--- src/hw/rtl/rcf_pkg.sv ---
`default_nettype none
// ----------------------------------------------------------------------------
// rcf_pkg: shared types and constants of the radix converter
// Field widths, character codes, register indexes and the request/response
// structures that pass between the converter's modules.
// ----------------------------------------------------------------------------
package rcf_pkg;

    localparam int CHAR_W          = 8;
    localparam int BASE_W          = 5;
    localparam int INT_W           = 52;
    localparam int NUM_W           = 44;
    localparam int DEN_W           = 45;
    localparam int DIGIT_W         = 4;
    localparam int DIGIT_DEPTH     = 52;
    localparam int OUT_LIMIT       = 57;
    localparam int N_W             = $clog2(OUT_LIMIT + 1);
    localparam int ND_W            = $clog2(DIGIT_DEPTH + 1);
    localparam int DIGIT_AW        = $clog2(DIGIT_DEPTH);
    localparam int STEP_W          = $clog2(INT_W);
    localparam int MAX_CHARS_DEF   = 13;
    localparam int MAX_FRAC_DEF    = 12;

    localparam logic [BASE_W-1:0] BASE_MIN         = 5'd2;
    localparam logic [BASE_W-1:0] BASE_MAX         = 5'd16;
    localparam logic [BASE_W-1:0] SOURCE_BASE_RST  = 5'd10;
    localparam logic [BASE_W-1:0] TARGET_BASE_RST  = 5'd2;

    localparam logic REG_SOURCE_BASE = 1'b0;
    localparam logic REG_TARGET_BASE = 1'b1;

    localparam logic [CHAR_W-1:0] CHAR_DOT  = 8'h2E;
    localparam logic [CHAR_W-1:0] CHAR_ZERO = 8'h30;
    localparam logic [CHAR_W-1:0] CHAR_NINE = 8'h39;
    localparam logic [CHAR_W-1:0] CHAR_LA   = 8'h61;
    localparam logic [CHAR_W-1:0] CHAR_LF   = 8'h66;
    localparam logic [CHAR_W-1:0] CHAR_UA   = 8'h41;
    localparam logic [CHAR_W-1:0] CHAR_UF   = 8'h46;
    localparam logic [CHAR_W-1:0] CHAR_NONE = 8'h00;

    typedef struct packed {
        logic             start;
        logic [INT_W-1:0] dividend;
        logic [DEN_W-1:0] divisor;
    } div_req_t;

    typedef struct packed {
        logic             done;
        logic [INT_W-1:0] quotient;
        logic [DEN_W-1:0] remainder;
    } div_rsp_t;

    typedef struct packed {
        logic             error;
        logic [INT_W-1:0] int_val;
        logic [NUM_W-1:0] num;
        logic [DEN_W-1:0] den;
    } run_t;

    function automatic logic [CHAR_W-1:0] glyph(input logic [DIGIT_W-1:0] d);
        logic [CHAR_W-1:0] c;
        if (d < 4'd10)
            c = CHAR_ZERO + CHAR_W'(d);
        else
            c = CHAR_LA + CHAR_W'(d) - 8'd10;
        return c;
    endfunction

endpackage
`default_nettype wire

--- src/hw/rtl/rcf_ram.sv ---
`default_nettype none
// ----------------------------------------------------------------------------
// rcf_ram: generic single-port-write, single-port-read RAM
// One write and one registered read per cycle.
// ----------------------------------------------------------------------------
module rcf_ram #(
    parameter int WIDTH = 4,
    parameter int DEPTH = 52
) (
    input  logic                     clk,
    input  logic                     we,
    input  logic [$clog2(DEPTH)-1:0] waddr,
    input  logic [WIDTH-1:0]         wdata,
    input  logic [$clog2(DEPTH)-1:0] raddr,
    output logic [WIDTH-1:0]         rdata
);

    logic [WIDTH-1:0] mem [DEPTH];

    always_ff @(posedge clk)
    begin
        if (we)
        begin
            mem[waddr] <= wdata;
        end
        rdata <= mem[raddr];
    end

endmodule
`default_nettype wire

--- src/hw/rtl/rcf_divider.sv ---
`default_nettype none
// ----------------------------------------------------------------------------
// rcf_divider: shared restoring divider
// Produces one quotient bit per cycle, one for each dividend bit, and
// done pulses in the cycle after the last step.
// ----------------------------------------------------------------------------
module rcf_divider (
    input  logic             clk,
    input  logic             rst_n,
    input  rcf_pkg::div_req_t req,
    output rcf_pkg::div_rsp_t rsp
);
    import rcf_pkg::*;

    logic              busy_reg;
    logic              done_reg;
    logic [STEP_W-1:0] cnt_reg;
    logic [INT_W-1:0]  dvd_reg;
    logic [DEN_W-1:0]  rem_reg;
    logic [DEN_W-1:0]  dsr_reg;

    logic [DEN_W:0]    partial;
    logic [DEN_W:0]    diff;
    logic              fits;

    assign partial = {rem_reg, dvd_reg[INT_W-1]};
    assign diff    = partial - {1'b0, dsr_reg};
    assign fits    = (partial >= {1'b0, dsr_reg});

    always_ff @(posedge clk or negedge rst_n)
    begin
        if (!rst_n)
        begin
            busy_reg <= 1'b0;
            done_reg <= 1'b0;
            cnt_reg  <= '0;
        end
        else
        begin
            done_reg <= 1'b0;
            if (req.start)
            begin
                busy_reg <= 1'b1;
                cnt_reg  <= '0;
            end
            else if (busy_reg)
            begin
                cnt_reg <= cnt_reg + 1'b1;
                if (cnt_reg == STEP_W'(INT_W - 1))
                begin
                    busy_reg <= 1'b0;
                    done_reg <= 1'b1;
                end
            end
        end
    end

    always_ff @(posedge clk)
    begin
        if (req.start)
        begin
            dvd_reg <= req.dividend;
            rem_reg <= '0;
            dsr_reg <= req.divisor;
        end
        else if (busy_reg)
        begin
            dvd_reg <= {dvd_reg[INT_W-2:0], fits};
            rem_reg <= fits ? diff[DEN_W-1:0] : partial[DEN_W-1:0];
        end
    end

    assign rsp.done      = done_reg;
    assign rsp.quotient  = dvd_reg;
    assign rsp.remainder = rem_reg;

endmodule
`default_nettype wire

--- src/hw/rtl/rcf_parser.sv ---
`default_nettype none
// ----------------------------------------------------------------------------
// rcf_parser: character checker and accumulator
// Validates each incoming character and folds digits into the integer
// value or the exact fraction numerator and denominator.
// ----------------------------------------------------------------------------
module rcf_parser #(
    parameter int MAX_CHARS = rcf_pkg::MAX_CHARS_DEF
) (
    input  logic                        clk,
    input  logic                        rst_n,
    input  logic                        accept,
    input  logic                        clear,
    input  logic [rcf_pkg::CHAR_W-1:0]  char_code,
    input  logic                        last_char,
    input  logic [rcf_pkg::BASE_W-1:0]  source_base,
    output rcf_pkg::run_t               run
);
    import rcf_pkg::*;

    localparam int CNT_W = $clog2(MAX_CHARS + 1);

    logic [CNT_W-1:0]        count_reg, count_next;
    logic                    dot_reg, dot_next;
    logic                    err_reg, err_next;
    logic [INT_W-1:0]        int_reg, int_next;
    logic [NUM_W-1:0]        num_reg, num_next;
    logic [DEN_W-1:0]        den_reg, den_next;

    logic                    dig_ok;
    logic [DIGIT_W-1:0]      dig;
    logic [INT_W+BASE_W-1:0] int_prod;
    logic [NUM_W+BASE_W-1:0] num_prod;
    logic [DEN_W+BASE_W-1:0] den_prod;

    always_comb
    begin
        dig_ok = 1'b1;
        dig    = '0;
        if (char_code >= CHAR_ZERO && char_code <= CHAR_NINE)
            dig = DIGIT_W'(char_code - CHAR_ZERO);
        else if (char_code >= CHAR_LA && char_code <= CHAR_LF)
            dig = DIGIT_W'(char_code - CHAR_LA + 8'd10);
        else if (char_code >= CHAR_UA && char_code <= CHAR_UF)
            dig = DIGIT_W'(char_code - CHAR_UA + 8'd10);
        else
            dig_ok = 1'b0;
    end

    assign int_prod = int_reg * source_base;
    assign num_prod = num_reg * source_base;
    assign den_prod = den_reg * source_base;

    always_comb
    begin
        count_next = count_reg;
        dot_next   = dot_reg;
        err_next   = err_reg;
        int_next   = int_reg;
        num_next   = num_reg;
        den_next   = den_reg;
        if (clear)
        begin
            count_next = '0;
            dot_next   = 1'b0;
            err_next   = 1'b0;
            int_next   = '0;
            num_next   = '0;
            den_next   = DEN_W'(1);
        end
        else if (accept && !err_reg)
        begin
            if (count_reg >= CNT_W'(MAX_CHARS))
            begin
                err_next = 1'b1;
            end
            else
            begin
                count_next = count_reg + 1'b1;
                if (char_code == CHAR_DOT)
                begin
                    // A dot may come only once and never first or last.
                    if (dot_reg || count_reg == '0 || last_char)
                        err_next = 1'b1;
                    else
                        dot_next = 1'b1;
                end
                else if (!dig_ok || {1'b0, dig} >= source_base)
                begin
                    err_next = 1'b1;
                end
                else if (!dot_reg)
                begin
                    int_next = int_prod[INT_W-1:0] + INT_W'(dig);
                end
                else
                begin
                    num_next = num_prod[NUM_W-1:0] + NUM_W'(dig);
                    den_next = den_prod[DEN_W-1:0];
                end
            end
        end
    end

    always_ff @(posedge clk or negedge rst_n)
    begin
        if (!rst_n)
        begin
            count_reg <= '0;
            dot_reg   <= 1'b0;
            err_reg   <= 1'b0;
            int_reg   <= '0;
            num_reg   <= '0;
            den_reg   <= DEN_W'(1);
        end
        else
        begin
            count_reg <= count_next;
            dot_reg   <= dot_next;
            err_reg   <= err_next;
            int_reg   <= int_next;
            num_reg   <= num_next;
            den_reg   <= den_next;
        end
    end

    assign run.error   = err_reg;
    assign run.int_val = int_reg;
    assign run.num     = num_reg;
    assign run.den     = den_reg;

endmodule
`default_nettype wire

--- src/hw/rtl/radix_converter_with_fraction.sv ---
`default_nettype none
// ----------------------------------------------------------------------------
// radix_converter_with_fraction: base conversion of a number with fraction
// Converts an ASCII number in source_base to ASCII digits in target_base.
// ----------------------------------------------------------------------------
// A character request that is not the last is accepted while idle and busy
// stays low. The last character starts the conversion and busy stays high
// until the final result. One shared bit-serial divider does every division:
// each integer digit costs one division plus a read and an emit from the
// digit buffer, the dot its own state, and each fraction digit one division.
// An error result comes in the cycle after the request.
// Results are shown for one cycle each under strobe and cannot be stalled.
// ----------------------------------------------------------------------------
module radix_converter_with_fraction #(
    parameter int MAX_CHARS           = rcf_pkg::MAX_CHARS_DEF,
    parameter int MAX_FRACTION_DIGITS = rcf_pkg::MAX_FRAC_DEF
) (
    input  logic                       clk,
    input  logic                       rst_n,
    input  logic                       start,
    output logic                       busy,
    input  logic [rcf_pkg::CHAR_W-1:0] char_code,
    input  logic                       last_char,
    output logic                       strobe,
    output logic [rcf_pkg::CHAR_W-1:0] out_char,
    output logic                       bad_input,
    output logic                       last_out,
    input  logic                       cfg_we,
    input  logic                       cfg_index,
    input  logic [rcf_pkg::BASE_W-1:0] cfg_data
);
    import rcf_pkg::*;

    localparam int FD_W = $clog2(MAX_FRACTION_DIGITS + 1);

    localparam logic [2:0] ST_IDLE     = 3'd0;
    localparam logic [2:0] ST_CHECK    = 3'd1;
    localparam logic [2:0] ST_INT_DIV  = 3'd2;
    localparam logic [2:0] ST_INT_RD   = 3'd3;
    localparam logic [2:0] ST_INT_EMIT = 3'd4;
    localparam logic [2:0] ST_DOT      = 3'd5;
    localparam logic [2:0] ST_FRAC_DIV = 3'd6;

    logic [2:0]              state_reg, state_next;
    logic [BASE_W-1:0]       sb_reg;
    logic [BASE_W-1:0]       tb_reg;
    logic [ND_W-1:0]         nd_reg, nd_next;
    logic [N_W-1:0]          n_reg, n_next;
    logic [FD_W-1:0]         fd_reg, fd_next;
    logic [DEN_W-1:0]        num_reg, num_next;
    logic [DEN_W-1:0]        den_reg, den_next;

    run_t                    run;
    logic                    accept;
    logic                    run_clear;
    div_req_t                div_req;
    div_rsp_t                div_rsp;

    logic                    ram_we;
    logic [DIGIT_AW-1:0]     ram_raddr;
    logic [DIGIT_W-1:0]      ram_rdata;

    logic                    bases_ok;
    logic                    frac_go;
    logic                    frac_end;
    logic [DEN_W-1:0]        mul_src;
    logic [DEN_W+BASE_W-1:0] frac_prod;
    logic [INT_W-1:0]        frac_dividend;
    logic [ND_W-1:0]         nd_dec;

    assign busy   = (state_reg != ST_IDLE);
    assign accept = start && !busy;

    assign bases_ok = (sb_reg >= BASE_MIN) && (sb_reg <= BASE_MAX)
                   && (tb_reg >= BASE_MIN) && (tb_reg <= BASE_MAX);

    // The fraction follows the integer digits only if it is nonzero and
    // there is room left for the dot and at least one digit.
    assign frac_go = (num_reg != '0) && (den_reg != '0)
                  && ((7'(n_reg) + 7'd2) < 7'(OUT_LIMIT));

    assign frac_end = (div_rsp.remainder == '0)
                   || (fd_reg == FD_W'(MAX_FRACTION_DIGITS - 1))
                   || (n_reg == N_W'(OUT_LIMIT - 1));

    assign mul_src       = (state_reg == ST_DOT) ? num_reg : div_rsp.remainder;
    assign frac_prod     = mul_src * tb_reg;
    assign frac_dividend = INT_W'(frac_prod);
    assign nd_dec        = nd_reg - 1'b1;
    assign ram_raddr     = nd_dec[DIGIT_AW-1:0];

    always_ff @(posedge clk or negedge rst_n)
    begin
        if (!rst_n)
        begin
            sb_reg <= SOURCE_BASE_RST;
            tb_reg <= TARGET_BASE_RST;
        end
        else if (cfg_we)
        begin
            case (cfg_index)
                REG_SOURCE_BASE: sb_reg <= cfg_data;
                REG_TARGET_BASE: tb_reg <= cfg_data;
                default:         sb_reg <= sb_reg;
            endcase
        end
    end

    always_comb
    begin
        state_next       = state_reg;
        nd_next          = nd_reg;
        n_next           = n_reg;
        fd_next          = fd_reg;
        num_next         = num_reg;
        den_next         = den_reg;
        run_clear        = 1'b0;
        div_req.start    = 1'b0;
        div_req.dividend = frac_dividend;
        div_req.divisor  = den_reg;
        ram_we           = 1'b0;
        strobe           = 1'b0;
        out_char         = CHAR_NONE;
        bad_input        = 1'b0;
        last_out         = 1'b0;

        case (state_reg)
            ST_IDLE:
            begin
                if (accept && last_char)
                    state_next = ST_CHECK;
            end

            ST_CHECK:
            begin
                run_clear = 1'b1;
                if (run.error || !bases_ok)
                begin
                    strobe     = 1'b1;
                    bad_input  = 1'b1;
                    last_out   = 1'b1;
                    state_next = ST_IDLE;
                end
                else
                begin
                    num_next         = DEN_W'(run.num);
                    den_next         = run.den;
                    nd_next          = '0;
                    n_next           = '0;
                    div_req.start    = 1'b1;
                    div_req.dividend = run.int_val;
                    div_req.divisor  = DEN_W'(tb_reg);
                    state_next       = ST_INT_DIV;
                end
            end

            ST_INT_DIV:
            begin
                if (div_rsp.done)
                begin
                    ram_we  = 1'b1;
                    nd_next = nd_reg + 1'b1;
                    if (div_rsp.quotient != '0
                        && (nd_reg + 1'b1) < ND_W'(DIGIT_DEPTH))
                    begin
                        div_req.start    = 1'b1;
                        div_req.dividend = div_rsp.quotient;
                        div_req.divisor  = DEN_W'(tb_reg);
                    end
                    else
                    begin
                        state_next = ST_INT_RD;
                    end
                end
            end

            ST_INT_RD:
            begin
                state_next = ST_INT_EMIT;
            end

            ST_INT_EMIT:
            begin
                strobe   = 1'b1;
                out_char = glyph(ram_rdata);
                nd_next  = nd_dec;
                n_next   = n_reg + 1'b1;
                if (nd_reg != ND_W'(1))
                begin
                    state_next = ST_INT_RD;
                end
                else if (frac_go)
                begin
                    state_next = ST_DOT;
                end
                else
                begin
                    last_out   = 1'b1;
                    state_next = ST_IDLE;
                end
            end

            ST_DOT:
            begin
                strobe        = 1'b1;
                out_char      = CHAR_DOT;
                n_next        = n_reg + 1'b1;
                fd_next       = '0;
                div_req.start = 1'b1;
                state_next    = ST_FRAC_DIV;
            end

            ST_FRAC_DIV:
            begin
                if (div_rsp.done)
                begin
                    strobe   = 1'b1;
                    out_char = (div_rsp.quotient[INT_W-1:DIGIT_W] == '0)
                             ? glyph(div_rsp.quotient[DIGIT_W-1:0]) : CHAR_ZERO;
                    n_next   = n_reg + 1'b1;
                    fd_next  = fd_reg + 1'b1;
                    num_next = div_rsp.remainder;
                    if (frac_end)
                    begin
                        last_out   = 1'b1;
                        state_next = ST_IDLE;
                    end
                    else
                    begin
                        div_req.start = 1'b1;
                    end
                end
            end

            default:
            begin
                state_next = ST_IDLE;
            end
        endcase
    end

    always_ff @(posedge clk or negedge rst_n)
    begin
        if (!rst_n)
        begin
            state_reg <= ST_IDLE;
            nd_reg    <= '0;
            n_reg     <= '0;
            fd_reg    <= '0;
        end
        else
        begin
            state_reg <= state_next;
            nd_reg    <= nd_next;
            n_reg     <= n_next;
            fd_reg    <= fd_next;
        end
    end

    always_ff @(posedge clk)
    begin
        num_reg <= num_next;
        den_reg <= den_next;
    end

    rcf_parser #(
        .MAX_CHARS (MAX_CHARS)
    ) u_parser (
        .clk         (clk),
        .rst_n       (rst_n),
        .accept      (accept),
        .clear       (run_clear),
        .char_code   (char_code),
        .last_char   (last_char),
        .source_base (sb_reg),
        .run         (run)
    );

    rcf_divider u_divider (
        .clk   (clk),
        .rst_n (rst_n),
        .req   (div_req),
        .rsp   (div_rsp)
    );

    rcf_ram #(
        .WIDTH (DIGIT_W),
        .DEPTH (DIGIT_DEPTH)
    ) u_digit_ram (
        .clk   (clk),
        .we    (ram_we),
        .waddr (nd_reg[DIGIT_AW-1:0]),
        .wdata (div_rsp.remainder[DIGIT_W-1:0]),
        .raddr (ram_raddr),
        .rdata (ram_rdata)
    );

endmodule
`default_nettype wire

--- config.mk ---
export PLATFORM = sky130hd
export DESIGN_NAME = radix_converter_with_fraction
export DESIGN_NICKNAME = d
export VERILOG_FILES = /design/src/hw/rtl/rcf_pkg.sv /design/src/hw/rtl/rcf_ram.sv /design/src/hw/rtl/rcf_divider.sv /design/src/hw/rtl/rcf_parser.sv /design/src/hw/rtl/radix_converter_with_fraction.sv
export SDC_FILE = /design/constraint.sdc
export NUM_CORES = 2
export LEC_CHECK = 0
export BUFFER_PORTS_ARGS = -buffer_cell sky130_fd_sc_hd__buf_2
export CORE_AREA = 2 2 343 345
export DETAILED_ROUTE_END_ITERATION = 12
export DIE_AREA = 0 0 345 347
export PLACE_DENSITY = 0.75
export SLEW_MARGIN = 20
export SYNTH_ARGS = -nofsm -noshare
export SYNTH_HDL_FRONTEND = slang
export SYNTH_SLANG_ARGS = --single-unit
--- constraint.sdc ---
create_clock -name clk -period 6.6 [get_ports clk]
set_clock_uncertainty 0.05 [all_clocks]
set_input_delay 0.66 -clock clk [delete_from_list [all_inputs] [get_ports clk]]
set_output_delay 0.66 -clock clk [all_outputs]
set_load 0.02 [all_outputs]
* Word-level counts from Yosys, hierarchy flattened
Memory sizes are Yosys's and may differ from the RTL's. A register that Yosys moved wholly into a read port is not among the register bits.
Cells that the tools add are included.
** Storage, ports and cells
- Register bits after elaboration :: 416
- Bits in writable memories :: 208
- Bits of input ports :: 19
- Output and inout port bits :: 12
- Word-level logic and storage cells :: 237
- Memories :: 1
** Memories
- u_digit_ram.mem :: words 52, bits a word 4, rd ports 1, clocked after Yosys merged registers in 1, write ports 1, RTL line rcf_ram.sv:18 : logic [WIDTH-1:0] mem [DEPTH];
** Operators by class
- $add $sub $neg :: 21
- Multiply operators :: 4
- Order comparisons :: 17
- Equality and inequality tests :: 24
- Mux-type cells :: 94
- Bitwise logic cells :: 2
- Reductions and logical operators :: 54
** Operators with widths (count)
- $mux W45 :: 10
- $mux W52 :: 8
- $mux W98 :: 3
- $mux W44 :: 6
- $pmux W97 S2 :: 1
- $pmux W45 S2 :: 1
- $reduce_bool A45 Y1 :: 2
- $add A52 B4 Y52 :: 1
- $mul A52 B5 Y52 :: 1
- $reduce_bool A52 Y1 :: 1
- $mul A45 B5 Y50 :: 1
- $logic_not A48 Y1 :: 1
- $ge A46 B45 Y1 :: 1
- $logic_not A45 Y1 :: 1
- $mul A45 B5 Y45 :: 1
- $sub A45 B45 Y45 :: 1
- $add A44 B4 Y44 :: 1
- $mul A44 B5 Y44 :: 1
- $pmux W6 S3 :: 2
- $mux W1 :: 33
- $mux W8 :: 4
- $mux W6 :: 5
- $mux W4 :: 7
- $pmux W8 S3 :: 1
- other kinds (51) :: 122

* Longest topological paths before layout
- Depth in word-level cells :: 12
- Depth in mapped cells :: 24
- Depth with buffers taken out :: 23

* Modules after synthesis
A second synthesis with hierarchy kept.
** Second synthesis, totals
- Cells, all modules :: 6285
- Area total of the unflattened synthesis :: 58926.5 µm²
** Modules (own cells, without submodules)
- rcf_parser :: times used 1, cells each 3271, area an instance 27126.0 µm², seq. area each 3679.8 µm²
- radix_converter_with_fraction :: times used 1, cells each 1744, area an instance 14754.2 µm², seq. area each 3432.0 µm²
- rcf_divider :: times used 1, cells each 828, area an instance 8582.0 µm², seq. area each 4013.8 µm²
- rcf_ram :: times used 1, cells each 442, area an instance 8464.4 µm², seq. area each 6326.1 µm²

* Worst setup path after synthesis
OpenSTA, ideal clock, no wires.
- Kind :: register -> register
- Start point :: register state_reg[2]
- End point :: register u_divider.dvd_reg[49] (data pin)
- Library setup time :: 265 ps
- Arrival :: 5946 ps
- Data required time :: 6285 ps
- Slack :: 338 ps
- Cell stages (with the launch flop) :: 24
- Buffers on the path :: 3
- Clock period less this slack :: 6262 ps
- Path through :: dfrtp_1 nor2b_1 and2_1 clkbuf_1 clkbuf_1 buf_1 mux2i_1 nor2b_1 fa_1 fa_1 inv_1 fa_1 inv_1 ha_1 a21oi_1 nor2_1 a211oi_1 o221ai_1 a21oi_1 a21oi_1 a21oi_1 o31ai_1 and4_1 or3_1
** On the way
- Word-level cells in the longest chain between the ends :: 7
- Elaborated cells on any way between the ends :: 12
- Those cells by class :: mul (1); eq/ne (4); mux (7)
** Ends and longest elaborated chain
- start: declaration :: RTL line radix_converter_with_fraction.sv:44 : logic [2:0] state_reg, state_next;
- start signal: assignment :: RTL line radix_converter_with_fraction.sv:253 : state_reg <= state_next;
- $eq A3 B3 Y1 :: RTL line radix_converter_with_fraction.sv:86, radix_converter_with_fraction.sv:127
- $mux W45 :: RTL line radix_converter_with_fraction.sv:86 : assign mul_src = (state_reg == ST_DOT) ? num_reg : div_rsp.remainder;
- $mul A45 B5 Y50 :: RTL line radix_converter_with_fraction.sv:87 : assign frac_prod = mul_src * tb_reg;
- $mux W98 :: RTL line radix_converter_with_fraction.sv:163 : if (div_rsp.quotient != '0
- $mux W98 :: RTL line radix_converter_with_fraction.sv:159 : if (div_rsp.done)
- $pmux W97 S2 :: RTL line radix_converter_with_fraction.sv:127 : case (state_reg)
- $mux W52 (*) :: RTL line rcf_divider.sv:60 : if (req.start)
- end signal: assignment :: RTL line rcf_divider.sv:62 : dvd_reg <= req.dividend;
- end signal: assignment :: RTL line rcf_divider.sv:68 : dvd_reg <= {dvd_reg[INT_W-2:0], fits};
- end: declaration :: RTL line rcf_divider.sv:18 : logic [INT_W-1:0] dvd_reg;
Every way passes the cells marked *; elsewhere a longest branch is shown, timed or not. The select of a mux whose other input is x is not followed.
A chain may end at the register's enable or synchronous reset.

* Final worst setup path
- Start point :: register state_reg[1]
- End point :: register u_divider.dvd_reg[49] (data pin)
The elaborated chain is that of the path after synthesis.

==> flow_metrics.tcl <==
set metrics [dict create \
    slew_headroom_pct 26.2 \
    finalHoldViolCount 9 \
    syn_area_per_cell_um2 9.56 \
    ffs_w_async_s_r_synth_pct 29.3 \
    worst_setup_slack_post_dpl_ps 129 \
    antenna_found_initial 1 \
    worst_pin_slew_ps 1100 \
    placement.io_buffers 29 \
    critPathLaunchType "register" \
    wire_length_of_the_first_global_routing_pass_um 246000 \
    cts_hold_repair.buffers 0 \
    cts_repair_resizes 0 \
    power.leakage_nw 28.9 \
    synthTopCellsByArea "sky130_fd_sc_hd__edfxtp_1 21%, sky130_fd_sc_hd__fa_1 18%, sky130_fd_sc_hd__dfrtp_1 7.8%, sky130_fd_sc_hd__ha_1 7.8%, sky130_fd_sc_hd__nand2_1 5.2%" \
    p_per_area_mw_per_mm2 146 \
    clk_pin_slew_ps 60 \
    post_route_setup_tns_ps 0 \
    multi_input_area_mm2 0.0369 \
    final_antenna_net_count 0 \
    grt_overflow 0 \
    grt_max_degree 111 \
    synth_area_mm2 0.0576 \
    irDropWorstVdd_v 0.000166 \
    yosys_warnings 0 \
    groute.usage.overall_pct 25.4 \
    timing.final.max_slew_violations 0 \
    die_w_um 345 \
    start_util_pct 49.8 \
    cts.sinks 628 \
    synth_edf_count 395 \
    fraction_of_final_layout_cells_with_drive_strength_greater_than_1_pct 6.36 \
    std_cell_rows 125 \
    synthFlopType "sky130_fd_sc_hd__edfxtp_1" \
    synth.lib_cells_used.distinct 92 \
    worstReg2RegStart "state_reg[1]" \
    place_hpwl_um 113000 \
    hold_path_class "in -> async" \
    finalSetupViolations 0 \
    cts_buffers 74 \
    dpl.cell_count 7373 \
    worst-endpoint-arrival_ps 6590 \
    finalWeightedCongestion 0.963 \
    antenna_cells 0 \
    drtIter0Drc 4020 \
    layout_min_cycle_time_ps 6240 \
    layout.area.seq_mm2 0.0175 \
    layout.filler_cells 10139 \
    critPathKind "reg -> reg" \
    synth_top_area_share_pct 20.6 \
    postSynthNetCount 6929 \
    fp.coreArea_mm2 0.116 \
    rsz0062_at_grt "false" \
    drc 0 \
    dieArea_mm2 0.120 \
    wl_per_cell_um 20.1 \
    fin_hold_ws_ps -27.3 \
    timing.final.crit_share_pct 94.5 \
    ys_ff_latch 628 \
    setup.worst_path.end_class "register" \
    nNetsFinal 6823 \
    status "finished with violations" \
    worstPathMaxFanout 20 \
    die_height_um 347 \
    firstDrtPassIters 6 \
    postRouteWirelength_um 151000 \
    post_layout_nonfiller_instances 7510 \
    violations "negative hold slack" \
    synth_cells 6031 \
    clkLatencyLatePin_ps 660 \
    tritoncts "built" \
    critical_path_required_ps 6950 \
    synthDominantAreaCellType "sky130_fd_sc_hd__edfxtp_1" \
    htreeDepth 3 \
    total_power_mw 9.04 \
    areaGrowthSynthToFinish_pct 7.66 \
    timing.max_cap.violations 0 \
    critPathLaunch "state_reg[1]" \
    first_global_vias 44963 \
    detailroute.via_count 44572 \
    postCtsSetupBuffers 0 \
    yosysSeqAreaShare_pct 30.3 \
    routed_via_density 5.94 \
    cts-root-to-sink-buffers 3 \
    largest_register_ffs 208 \
    ios 31 \
    timing.final.ws_setup_ps 362 \
    ctsRootBufferMaster "sky130_fd_sc_hd__clkbuf_16" \
    maximum_clock_rate_mhz 160 \
]
==> per-stage QoR <==
step | util, % | hold slack [ps] | instance area [µm²]
global route | 53.6 | 39.6 | 62000
global placement | 51.3 | 416 | 59400
CTS | 53.6 | 21.3 | 62000
detailed placement | 51.3 | 425 | 59400
floorplan | - | 314 | 57600
finish | 53.6 | -27.3 | 62000
==> cell type report <==
| class | count | area share, % |
|---|---|---|
| multi-input cells | 4504 | 59.4 |
| flip-flops and latches | 628 | 28.2 |
| inverters | 589 | 3.56 |
| clock buffers | 102 | 3.32 |
| well taps | 1524 | 3.07 |
| repair buffers | 128 | 1.59 |
| clock inverters | 35 | 0.879 |
==> path summary, 6_finish.rpt <==
path / endpoint / slack [ps] / cells past startpoint
hold / removal: u_parser.num_reg[22] / -30 / 1
max in group asynchronous: nd_reg[0] / 5180 / 2
min in group clk: sb_reg[3] / 270 / 3
setup / recovery: u_divider.dvd_reg[49] / 360 / 21
setup reg to reg: u_divider.dvd_reg[49] / 360 / 21
hold reg to reg: fd_reg[3] / 430 / 1
==> placed cells by master (no fill, tap or decap), types with 99 or more instances in the layout <==
cell type / n
sky130_fd_sc_hd__fa_1: 520
sky130_fd_sc_hd__ha_1: 358
sky130_fd_sc_hd__nand2_1: 793
sky130_fd_sc_hd__nor2b_1: 191
sky130_fd_sc_hd__inv_1: 588
sky130_fd_sc_hd__a21oi_1: 288
sky130_fd_sc_hd__nand3_1: 207
sky130_fd_sc_hd__a21o_1: 151
sky130_fd_sc_hd__and2_1: 355
sky130_fd_sc_hd__edfxtp_1: 395
sky130_fd_sc_hd__xnor2_1: 127
sky130_fd_sc_hd__xor2_1: 99
sky130_fd_sc_hd__nor2_1: 263
sky130_fd_sc_hd__o21ai_0: 285
sky130_fd_sc_hd__dfrtp_1: 175
==> synth_stat cells, types with 64 or more instances <==
library cell	n
sky130_fd_sc_hd__a21o_1	151
sky130_fd_sc_hd__a21oi_1	290
sky130_fd_sc_hd__and2_1	357
sky130_fd_sc_hd__clkbuf_1	267
sky130_fd_sc_hd__dfrtp_1	180
sky130_fd_sc_hd__edfxtp_1	395
sky130_fd_sc_hd__fa_1	520
sky130_fd_sc_hd__ha_1	359
sky130_fd_sc_hd__inv_1	589
sky130_fd_sc_hd__mux2i_1	67
sky130_fd_sc_hd__mux4_2	64
sky130_fd_sc_hd__nand2_1	793
sky130_fd_sc_hd__nand2b_1	69
sky130_fd_sc_hd__nand3_1	207
sky130_fd_sc_hd__nand4_1	64
sky130_fd_sc_hd__nor2_1	268
sky130_fd_sc_hd__nor2b_1	191
sky130_fd_sc_hd__o21ai_0	287
sky130_fd_sc_hd__xnor2_1	128
sky130_fd_sc_hd__xor2_1	100
==> report_power, final <==
part / internal, mW / switching (mW)
clock network: 2.64 / 1.78
logic: 0.111 / 0.266
registers: 4.15 / 0.0897
total: 6.91 / 2.13
==> critical path: stages, from the launching register on <==
cell and delay [ps]:
sky130_fd_sc_hd__dfrtp_1 370, sky130_fd_sc_hd__nor2b_1 170, sky130_fd_sc_hd__and2_4 380, sky130_fd_sc_hd__buf_12 230
sky130_fd_sc_hd__mux2i_1 450, sky130_fd_sc_hd__nor2b_1 130, sky130_fd_sc_hd__fa_1 510, sky130_fd_sc_hd__fa_1 490
sky130_fd_sc_hd__inv_1 40, sky130_fd_sc_hd__fa_1 470, sky130_fd_sc_hd__inv_1 40, sky130_fd_sc_hd__ha_1 360
sky130_fd_sc_hd__a21oi_1 160, sky130_fd_sc_hd__nor2_1 50, sky130_fd_sc_hd__a211oi_1 460, sky130_fd_sc_hd__o221ai_1 250
sky130_fd_sc_hd__a21oi_1 180, sky130_fd_sc_hd__a21oi_1 100, sky130_fd_sc_hd__a21oi_1 380, sky130_fd_sc_hd__o31ai_1 140
sky130_fd_sc_hd__and4_1 210, sky130_fd_sc_hd__or3_1 330
==> per-layer routing <==
metal  GRT usage [%]  up-vias  share of wire (%)
li1                -    20295                  -
met1            34.8    22261                 43
met2            41.4     1700                 47
met3            3.65      314                7.1
met4            9.07        2                3.7
met5               0        -             0.0093
==> cell families (layout without fill, tap and decap cells) <==
group	count (synthesis)	after routing	synth area share [%]
buf+inv	899	854	5.95
other cells	1	1	0.00651
fa+ha+maj	879	879	25.9
flops	628	628	30.3
xor+xnor	228	228	3.47
mux	140	140	3.84
simple gates	2155	2155	18.4
compound gates	1101	1101	12.2
Note: power is estimated with default switching activity, not from simulation.
